`config.mk`:
```
export PLATFORM = sky130hd
export DESIGN_NAME = two_class_priority_fifo_core
export DESIGN_NICKNAME = d
export VERILOG_FILES = /design/src/hw/rtl/tcpf_pkg.sv /design/src/hw/rtl/tcpf_ram.sv /design/src/hw/rtl/tcpf_ctrl.sv /design/src/hw/rtl/tcpf_datapath.sv /design/src/hw/rtl/two_class_priority_fifo_core.sv
export VERILOG_INCLUDE_DIRS = /design/src /design/src/hw/rtl
export SDC_FILE = /design/constraint.sdc
export NUM_CORES = 2
export LEC_CHECK = 0
export ABC_AREA = 1
export BUFFER_PORTS_ARGS = -buffer_cell sky130_fd_sc_hd__buf_2
export CORE_AREA = 10 10 435 437
export CTS_BUF_LIST = sky130_fd_sc_hd__clkbuf_2
export CTS_CLUSTER_SIZE = 8
export DETAILED_ROUTE_END_ITERATION = 8
export DIE_AREA = 0 0 445 447
export PLACE_DENSITY = 0.79
export SLEW_MARGIN = 10
export SYNTH_ARGS = -nofsm -noshare
export SYNTH_HDL_FRONTEND = slang
export SYNTH_SLANG_ARGS = --single-unit
```
`constraint.sdc`:
```
create_clock -name clk -period 20.9 [get_ports clk]
set_input_delay 4.18 -clock clk [delete_from_list [all_inputs] [get_ports clk]]
set_output_delay 4.18 -clock clk [all_outputs]
set_load 0.01 [all_outputs]
```
`src/hw/rtl/two_class_priority_fifo_core_assert.svh`:
```
// Assertion macros shared by the two-class priority FIFO modules.
`ifndef TWO_CLASS_PRIORITY_FIFO_CORE_ASSERT_SVH
`define TWO_CLASS_PRIORITY_FIFO_CORE_ASSERT_SVH

`ifndef NO_ASSERTIONS
// Same-cycle implication, disabled while reset is asserted.
`define TCPF_ASSERT_NOW(label, clk, rst_n, ante, cons) \
  label: assert property (@(posedge clk) disable iff (!(rst_n)) (ante) |-> (cons)) \
    else $error("tcpf assertion failed");
// Next-cycle implication, disabled while reset is asserted.
`define TCPF_ASSERT_NEXT(label, clk, rst_n, ante, cons) \
  label: assert property (@(posedge clk) disable iff (!(rst_n)) (ante) |=> (cons)) \
    else $error("tcpf assertion failed");
`else
`define TCPF_ASSERT_NOW(label, clk, rst_n, ante, cons)
`define TCPF_ASSERT_NEXT(label, clk, rst_n, ante, cons)
`endif

`endif

```
`src/hw/rtl/tcpf_pkg.sv`:
```
// Types and constants of the two-class priority FIFO.
package tcpf_pkg;

  localparam int DATA_BITS     = 32;
  localparam int TIME_BITS     = 32;
  localparam int SUM_BITS      = 64;
  localparam int TALLY_BITS    = 32;
  localparam int CAP_BITS      = 5;
  localparam int CAP_RESET     = 16;
  localparam int DEPTH_DEFAULT = 16;

  localparam logic REQ_PUT = 1'b0;
  localparam logic REQ_GET = 1'b1;

  typedef enum logic [1:0] {
    STAT_PUT_OK    = 2'd0,
    STAT_GET_OK    = 2'd1,
    STAT_PUT_FULL  = 2'd2,
    STAT_GET_EMPTY = 2'd3
  } status_t;

  typedef enum logic {
    S_IDLE  = 1'b0,
    S_FETCH = 1'b1
  } state_t;

  typedef struct packed {
    logic                 req_type;
    logic [DATA_BITS-1:0] item_data;
    logic                 item_urgent;
    logic                 item_poison;
    logic [TIME_BITS-1:0] time_now;
  } in_item_t;

  typedef struct packed {
    status_t               status;
    logic [DATA_BITS-1:0]  out_data;
    logic                  out_urgent;
    logic                  out_poison;
    logic [TIME_BITS-1:0]  item_latency;
    logic [SUM_BITS-1:0]   latency_total;
    logic [TALLY_BITS-1:0] latency_count;
    logic [TALLY_BITS-1:0] real_seen;
    logic [TIME_BITS-1:0]  first_put_time;
    logic                  first_put_valid;
    logic [TIME_BITS-1:0]  last_get_time;
  } out_item_t;

  // Controller to datapath.
  typedef struct packed {
    logic accept;  // input beat taken this cycle
    logic fetch;   // store read data is valid, finish the get
  } cmd_t;

  // Datapath to controller.
  typedef struct packed {
    logic empty;   // both queues empty
  } dp_stat_t;

endpackage

```
`src/hw/rtl/tcpf_ram.sv`:
```
// Generic single-port-write, single-port-read RAM with registered read.
module tcpf_ram #(
  parameter int WIDTH = 32,
  parameter int DEPTH = 16
) (
  input  logic                                    clk,
  input  logic                                    we,
  input  logic [(DEPTH > 1 ? $clog2(DEPTH) : 1)-1:0] waddr,
  input  logic [WIDTH-1:0]                        wdata,
  input  logic                                    re,
  input  logic [(DEPTH > 1 ? $clog2(DEPTH) : 1)-1:0] raddr,
  output logic [WIDTH-1:0]                        rdata
);

  logic [WIDTH-1:0] mem_r [DEPTH];
  logic [WIDTH-1:0] rdata_r;

  always_ff @(posedge clk) begin
    if (we) begin
      mem_r[waddr] <= wdata;
    end
    if (re) begin
      rdata_r <= mem_r[raddr];
    end
  end

  assign rdata = rdata_r;

endmodule

```
`src/hw/rtl/tcpf_ctrl.sv`:
```
// Controller state machine of the two-class priority FIFO.
`include "two_class_priority_fifo_core_assert.svh"
module tcpf_ctrl
  import tcpf_pkg::*;
(
  input  logic     clk,
  input  logic     rst_n,
  input  logic     in_valid,
  input  logic     in_req_get,
  output logic     in_ready,
  output logic     out_valid,
  input  logic     out_ready,
  input  dp_stat_t stat,
  output cmd_t     cmd
);

  state_t state_r, state_nxt;
  logic   out_valid_r, out_valid_nxt;
  logic   go_fetch;
  logic   load_out;

  // Next state.
  always_comb begin
    state_nxt = state_r;
    unique case (state_r)
      S_IDLE: begin
        if (go_fetch) begin
          state_nxt = S_FETCH;
        end
      end
      S_FETCH: begin
        state_nxt = S_IDLE;
      end
      default: begin
        state_nxt = S_IDLE;
      end
    endcase
  end

  // Outputs.
  always_comb begin
    in_ready   = 1'b0;
    cmd.accept = 1'b0;
    cmd.fetch  = 1'b0;
    unique case (state_r)
      S_IDLE: begin
        // Result register is free now or drains on this edge.
        in_ready   = !out_valid_r || out_ready;
        cmd.accept = in_valid && in_ready;
      end
      S_FETCH: begin
        cmd.fetch = 1'b1;
      end
      default: begin
        in_ready = 1'b0;
      end
    endcase
  end

  assign go_fetch = cmd.accept && (in_req_get == REQ_GET) && !stat.empty;
  // Puts and empty gets finish at accept; a delivering get in the cycle after, in fetch.
  assign load_out = (cmd.accept && !go_fetch) || cmd.fetch;

  always_comb begin
    out_valid_nxt = out_valid_r;
    priority if (load_out) begin
      out_valid_nxt = 1'b1;
    end else if (out_ready) begin
      out_valid_nxt = 1'b0;
    end
  end

  always_ff @(posedge clk) begin
    if (!rst_n) begin
      state_r     <= S_IDLE;
      out_valid_r <= 1'b0;
    end else begin
      state_r     <= state_nxt;
      out_valid_r <= out_valid_nxt;
    end
  end

  assign out_valid = out_valid_r;

  `TCPF_ASSERT_NOW(a_fetch_slot_free, clk, rst_n, state_r == S_FETCH, !out_valid_r)
  `TCPF_ASSERT_NEXT(a_fetch_one_cycle, clk, rst_n, state_r == S_FETCH, state_r == S_IDLE)
  `TCPF_ASSERT_NEXT(a_get_goes_fetch, clk, rst_n, go_fetch, (state_r == S_FETCH) && !in_ready)

endmodule

```
`src/hw/rtl/tcpf_datapath.sv`:
```
// Datapath of the two-class priority FIFO: pointers, counts, stores, statistics.
`include "two_class_priority_fifo_core_assert.svh"
module tcpf_datapath
  import tcpf_pkg::*;
#(
  parameter int DEPTH = DEPTH_DEFAULT
) (
  input  logic                clk,
  input  logic                rst_n,
  input  logic                cfg_we,
  input  logic [CAP_BITS-1:0] cfg_data,
  input  in_item_t            in_item,
  input  cmd_t                cmd,
  output dp_stat_t            stat,
  output out_item_t           out_item
);

  localparam int PTR_W  = DEPTH > 1 ? $clog2(DEPTH) : 1;
  localparam int FILL_W = $clog2(DEPTH + 1);
  localparam int TOT_W  = FILL_W + 1;
  localparam int U_W    = TIME_BITS + DATA_BITS;
  localparam int N_W    = 2 + TIME_BITS + DATA_BITS;

  logic [CAP_BITS-1:0]   cap_r;
  logic [PTR_W-1:0]      u_wp_r, u_wp_nxt, u_rp_r, u_rp_nxt;
  logic [PTR_W-1:0]      n_wp_r, n_wp_nxt, n_rp_r, n_rp_nxt;
  logic [FILL_W-1:0]     u_fill_r, u_fill_nxt, n_fill_r, n_fill_nxt;
  logic [SUM_BITS-1:0]   sum_r, sum_nxt;
  logic [TALLY_BITS-1:0] samp_r, samp_nxt, real_r, real_nxt;
  logic [TIME_BITS-1:0]  first_r, first_nxt, last_r, last_nxt;
  logic                  first_seen_r, first_seen_nxt;
  logic                  sel_urg_r, sel_urg_nxt;
  logic [TIME_BITS-1:0]  time_r, time_nxt;
  out_item_t             out_r, out_nxt;

  logic [FILL_W-1:0]     limit;
  logic [TOT_W-1:0]      total;
  logic                  is_get, is_put, full, empty;
  logic                  u_we, n_we;
  logic [U_W-1:0]        u_rdata;
  logic [N_W-1:0]        n_rdata;
  logic [DATA_BITS-1:0]  f_data;
  logic [TIME_BITS-1:0]  f_stamp, f_lat;
  logic                  f_urg, f_poi;
  logic [SUM_BITS:0]     sum_add;

  function automatic logic [PTR_W-1:0] advance(input logic [PTR_W-1:0] p,
                                               input logic [FILL_W-1:0] lim);
    logic [FILL_W:0] nx;
    nx = (FILL_W + 1)'(p) + 1'b1;
    return (nx >= (FILL_W + 1)'(lim)) ? '0 : PTR_W'(nx);
  endfunction

  // Capacity above the store depth acts as the depth.
  assign limit = (32'(cap_r) > 32'(DEPTH)) ? FILL_W'(DEPTH) : FILL_W'(cap_r);
  assign total = TOT_W'(u_fill_r) + TOT_W'(n_fill_r);
  assign full  = total >= TOT_W'(limit);
  assign empty = total == '0;
  assign stat.empty = empty;

  assign is_put = cmd.accept && (in_item.req_type == REQ_PUT);
  assign is_get = cmd.accept && (in_item.req_type == REQ_GET);
  assign u_we   = is_put && !full && !in_item.item_poison && in_item.item_urgent;
  assign n_we   = is_put && !full && !(!in_item.item_poison && in_item.item_urgent);

  tcpf_ram #(.WIDTH(U_W), .DEPTH(DEPTH)) u_urgent_ram (
    .clk   (clk),
    .we    (u_we),
    .waddr (u_wp_r),
    .wdata ({in_item.time_now, in_item.item_data}),
    .re    (is_get),
    .raddr (u_rp_r),
    .rdata (u_rdata)
  );

  tcpf_ram #(.WIDTH(N_W), .DEPTH(DEPTH)) u_normal_ram (
    .clk   (clk),
    .we    (n_we),
    .waddr (n_wp_r),
    .wdata ({in_item.item_poison, in_item.item_urgent, in_item.time_now, in_item.item_data}),
    .re    (is_get),
    .raddr (n_rp_r),
    .rdata (n_rdata)
  );

  // Fields of the fetched entry.
  always_comb begin
    if (sel_urg_r) begin
      f_data  = u_rdata[DATA_BITS-1:0];
      f_stamp = u_rdata[U_W-1:DATA_BITS];
      f_urg   = 1'b1;
      f_poi   = 1'b0;
    end else begin
      f_data  = n_rdata[DATA_BITS-1:0];
      f_stamp = n_rdata[DATA_BITS+TIME_BITS-1:DATA_BITS];
      f_urg   = n_rdata[N_W-2];
      f_poi   = n_rdata[N_W-1];
    end
  end

  assign f_lat   = (time_r >= f_stamp) ? (time_r - f_stamp) : '0;
  assign sum_add = {1'b0, sum_r} + (SUM_BITS + 1)'(f_lat);

  always_comb begin
    u_wp_nxt       = u_wp_r;
    u_rp_nxt       = u_rp_r;
    n_wp_nxt       = n_wp_r;
    n_rp_nxt       = n_rp_r;
    u_fill_nxt     = u_fill_r;
    n_fill_nxt     = n_fill_r;
    sum_nxt        = sum_r;
    samp_nxt       = samp_r;
    real_nxt       = real_r;
    first_nxt      = first_r;
    first_seen_nxt = first_seen_r;
    last_nxt       = last_r;
    sel_urg_nxt    = sel_urg_r;
    time_nxt       = time_r;
    out_nxt        = out_r;

    if (is_put && !full) begin
      if (!in_item.item_poison && !first_seen_r) begin
        first_nxt      = in_item.time_now;
        first_seen_nxt = 1'b1;
      end
      if (u_we) begin
        u_wp_nxt   = advance(u_wp_r, limit);
        u_fill_nxt = u_fill_r + 1'b1;
      end else begin
        n_wp_nxt   = advance(n_wp_r, limit);
        n_fill_nxt = n_fill_r + 1'b1;
      end
    end

    if (is_get && !empty) begin
      sel_urg_nxt = u_fill_r != '0;
      time_nxt    = in_item.time_now;
      if (u_fill_r != '0) begin
        u_rp_nxt   = advance(u_rp_r, limit);
        u_fill_nxt = u_fill_r - 1'b1;
      end else begin
        n_rp_nxt   = advance(n_rp_r, limit);
        n_fill_nxt = n_fill_r - 1'b1;
      end
    end

    if (cmd.fetch && !f_poi) begin
      real_nxt = real_r + 1'b1;
      samp_nxt = samp_r + 1'b1;
      sum_nxt  = sum_add[SUM_BITS] ? '1 : sum_add[SUM_BITS-1:0];
      last_nxt = time_r;
    end

    // Result beat: puts and empty gets now, delivering gets after the fetch.
    if ((cmd.accept && !(is_get && !empty)) || cmd.fetch) begin
      out_nxt.out_data     = '0;
      out_nxt.out_urgent   = 1'b0;
      out_nxt.out_poison   = 1'b0;
      out_nxt.item_latency = '0;
      if (cmd.fetch) begin
        out_nxt.status       = STAT_GET_OK;
        out_nxt.out_data     = f_data;
        out_nxt.out_urgent   = f_urg;
        out_nxt.out_poison   = f_poi;
        out_nxt.item_latency = f_poi ? '0 : f_lat;
      end else if (is_put) begin
        out_nxt.status = full ? STAT_PUT_FULL : STAT_PUT_OK;
      end else begin
        out_nxt.status = STAT_GET_EMPTY;
      end
      out_nxt.latency_total   = sum_nxt;
      out_nxt.latency_count   = samp_nxt;
      out_nxt.real_seen       = real_nxt;
      out_nxt.first_put_time  = first_nxt;
      out_nxt.first_put_valid = first_seen_nxt;
      out_nxt.last_get_time   = last_nxt;
    end
  end

  always_ff @(posedge clk) begin
    if (!rst_n) begin
      cap_r        <= CAP_BITS'(CAP_RESET);
      u_wp_r       <= '0;
      u_rp_r       <= '0;
      n_wp_r       <= '0;
      n_rp_r       <= '0;
      u_fill_r     <= '0;
      n_fill_r     <= '0;
      sum_r        <= '0;
      samp_r       <= '0;
      real_r       <= '0;
      first_r      <= '0;
      first_seen_r <= 1'b0;
      last_r       <= '0;
    end else begin
      if (cfg_we) begin
        cap_r <= cfg_data;
      end
      u_wp_r       <= u_wp_nxt;
      u_rp_r       <= u_rp_nxt;
      n_wp_r       <= n_wp_nxt;
      n_rp_r       <= n_rp_nxt;
      u_fill_r     <= u_fill_nxt;
      n_fill_r     <= n_fill_nxt;
      sum_r        <= sum_nxt;
      samp_r       <= samp_nxt;
      real_r       <= real_nxt;
      first_r      <= first_nxt;
      first_seen_r <= first_seen_nxt;
      last_r       <= last_nxt;
    end
  end

  always_ff @(posedge clk) begin
    sel_urg_r <= sel_urg_nxt;
    time_r    <= time_nxt;
    out_r     <= out_nxt;
  end

  assign out_item = out_r;

  `TCPF_ASSERT_NOW(a_total_bounded, clk, rst_n, 1'b1, 32'(total) <= 32'(DEPTH))

endmodule

```
`src/hw/rtl/two_class_priority_fifo_core.sv`:
```
// Top level of the two-class priority FIFO core.
// Two-class priority FIFO: one request channel carries put and get beats, one
// result channel returns exactly one result beat per request. Non-poison urgent
// puts go to the urgent queue, all other puts to the normal queue; both share
// the capacity limit written on the cfg port (reset 16, values above DEPTH act
// as DEPTH, zero rejects every put). A get serves the urgent queue first and
// reports the latency against the time stamp saved at the put, plus running
// statistics. A put, a rejected put and a get from an empty buffer finish in the
// accept cycle; a get that delivers also passes through the fetch state, for the
// registered read of the item store, and no request is taken there.
// The result register lets a new request enter while the last result beat is
// being taken in the same cycle. The item stores have no reset and need no
// clearing pass. Capacity writes are taken at any time, one per cycle, but are
// meant to land only while no request is in flight.
module two_class_priority_fifo_core
  import tcpf_pkg::*;
#(
  parameter int DEPTH = DEPTH_DEFAULT
) (
  input  logic                clk,
  input  logic                rst_n,
  input  logic                in_valid,
  output logic                in_ready,
  input  in_item_t            in_item,
  output logic                out_valid,
  input  logic                out_ready,
  output out_item_t           out_item,
  input  logic                cfg_valid,
  output logic                cfg_ready,
  input  logic [CAP_BITS-1:0] cfg_data
);

  cmd_t     cmd;
  dp_stat_t stat;

  // Capacity register always takes its beat.
  assign cfg_ready = 1'b1;

  tcpf_ctrl u_ctrl (
    .clk        (clk),
    .rst_n      (rst_n),
    .in_valid   (in_valid),
    .in_req_get (in_item.req_type),
    .in_ready   (in_ready),
    .out_valid  (out_valid),
    .out_ready  (out_ready),
    .stat       (stat),
    .cmd        (cmd)
  );

  tcpf_datapath #(.DEPTH(DEPTH)) u_datapath (
    .clk      (clk),
    .rst_n    (rst_n),
    .cfg_we   (cfg_valid && cfg_ready),
    .cfg_data (cfg_data),
    .in_item  (in_item),
    .cmd      (cmd),
    .stat     (stat),
    .out_item (out_item)
  );

endmodule

```
==> run summary <==
outcome = complete, no violations
CTS resizes = 0
met2 Usage GRT = 0.483
Crit-path slowest cell = a21oi_4
Vias/cell = 6.20
hold crit path type = reg -> reg
cell mode on critical path = buf_2
gpl congestion = 0.931
Rows = 156
final instance area = 0.121 sq mm
post-synth top area cell = edfxtp_1
post-synthesis register bit count = 2,730
# Max-Cap Violations = 0
Synth top cells by count = 2,504 x edfxtp_1, 1,242 x nor2_1, 868 x nand2_1
Synth Flop Type = edfxtp_1
1st-pass router iterations = 7
pin count of the biggest net entering global routing = 258
setup bufs post-CTS = 0
setup TNS = 0 ns
fin crit period = 8.80 ns
CTS Buf Count = 655
Peak VDD IR = 0.0948 mV
crit start category = input pin
buffer depth of the longest clock path = 4
area grow syn2layout = 8.62%
Cell Chain, Critical Path = buf_2 > inv_1 > a21oi_4 > buf_2
ys async rst share = 0
nets = 9,342
Fin Clk Skew = 0.220 ns
Cell Area, Placed = 0.115 sq mm
# setup viols final = 0
slowest stage delay, CP = 0.16 ns
final WL = 300 mm
Core Util, Final = 0.669
CP arrival = 4.62 ns
Worst Path Max Fanout = 4
Core Region = 0.180 sq mm
cells after synthesis = 8,527
Final Slew Violations = 0
initial antenna violation count = 16
Slew @ Worst Pin = 1.35 ns
Ys Warns = 0
sequential area share after synthesis = 0.718
GR peak layer = met2
Clk pin slew, worst setup/hold paths = 0.10 ns
count leader, synth = edfxtp_1
vias in the first global route = 73,634
pwr/cell area = 93.0 mW/mm^2
Starting Density = 0.616
Filler cells = 12,637
Netlist cell types = 48
port bufs = 339
Chip Height = 447 um
met1 Usage GRT = 0.371
area of the multi-input gates = 0.0277 sq mm
CP Class = in -> out
Synth top area share = 0.677
layout cells sized above 1 = 0.164
# IOs = 341
H-tree depth = 6
met3 GRT Util = 0.0619
Chip Width = 445 um
total track usage = 0.294
unrepaired setup endpoints after global routing = false
Hold Vio Cnt, Final = 0
Mean Syn Cell Area = 13.0 sq um
Detail Route Antenna Nets = 0
final hold slack = 0.493 ns
Post-Syn Area = 0.111 sq mm
Post-synth EDFFs = 2,504
DRC Markers = 0
worst skew pair latency = 1.96 ns
first-pass GRT wire length = 446 mm
CP endpoint kind = output port
routed via count = 74,373
Die Area = 0.199 sq mm
detailed placer's ending HPWL = 176 mm
CTS tree = yes
grt ovf = 0
Synth area leaders = edfxtp_1 68%, nor2_1 4.2%, dfxtp_1 4.1%
Reg area = 0.0797 sq mm
Avg WL per Cell = 25.0 um
Slew HR = 0.0996
syn_nets = 8,717
total clock sinks = 2,730
Post-CTS Hold Fix Bufs = 0
Final period util = 0.421
Achievable Freq = 114 MHz
CTS root buf = clkbuf_2
drt initial violations = 9,976
Leak = 42.9 nW
Data required, critical path = 16.72 ns
## metal layers
metal / up-vias / share of wire
li1: 32917 / -
met1: 35897 / 0.36
met2: 4784 / 0.48
met3: 767 / 0.10
met4: 8 / 0.051
met5: - / 0.00016
## final cells by class
class	instances	area share
clock inverter	182	0.00779
inverter	542	0.0171
timing repair buffer	434	0.0206
multi-input combinational	4789	0.230
sequential	2730	0.661
antenna	18	0.000373
tap	2370	0.0246
clock buffer	934	0.0388
## report_power, final
part           internal (W)  switching [W]  leakage (nW)
sequential          0.00620       0.000105          24.7
clock               0.00129        0.00207          4.34
combinational      0.000446        0.00110          13.9
total               0.00794        0.00327          42.9
## per-stage QoR
step                      power (W)  worst slack [ns]  cells
after floorplan             0.00735              3.36   8527
after global placement      0.00792             12.07  10864
after detailed placement    0.00796             12.01  10864
after CTS                    0.0112             12.09  11980
after global routing         0.0117             12.05  11994
final                        0.0112             12.10  11999
## critical path, delay by kind of cell
family	cells	cell delay, ns
buf+inv	3	0.28
compound gates	1	0.16
## path summary, 6_finish.rpt
kind                                         start                            endpoint  slack [ns]  cells after the start
hold reg to reg   u_datapath.cap_r[0]$_SDFFE_PN0P_    u_datapath.cap_r[0]$_SDFFE_PN0P_        0.49                      2
hold / removal    u_datapath.cap_r[0]$_SDFFE_PN0P_    u_datapath.cap_r[0]$_SDFFE_PN0P_        0.49                      2
setup / recovery                         out_ready                            in_ready       12.10                      4
setup reg to reg    u_datapath.sel_urg_r$_DFFE_PP_  u_datapath.out_item[163]$_DFFE_PP_       13.46                     32
## logic make-up after synthesis
logic type | count (synthesis) | synth area share
buffers and inverters | 1008 | 0.0351
AND/OR/NAND/NOR | 2660 | 0.0985
multiplexers | 425 | 0.0383
flip-flops | 2730 | 0.718
XOR/XNOR | 93 | 0.00734
other | 1 | 0.0000338
adder cells (fa/ha/maj) | 113 | 0.0129
AO/OA/AOI/OAI | 1497 | 0.0898
## registers in the layout (all words and copies together) (netlist names), 64 cells and up
register,count
u_datapath.u_normal_ram.mem_r,1056
u_datapath.u_urgent_ram.mem_r,1024
u_datapath.out_item,261
u_datapath.u_normal_ram.rdata,66
u_datapath.sum_r,64
u_datapath.u_urgent_ram.rdata,64
## layout by cell type, fill, tap and decap left out, types with 217 or more instances in the layout
cell type,n
edfxtp_1,2504
nor2_1,1213
clkbuf_2,934
nand2_1,866
o21ai_0,640
inv_1,526
mux2i_1,425
o221ai_1,394
buf_2,339
nand3_1,290
dfxtp_1,217
Power figures use the tool's default switching activity.
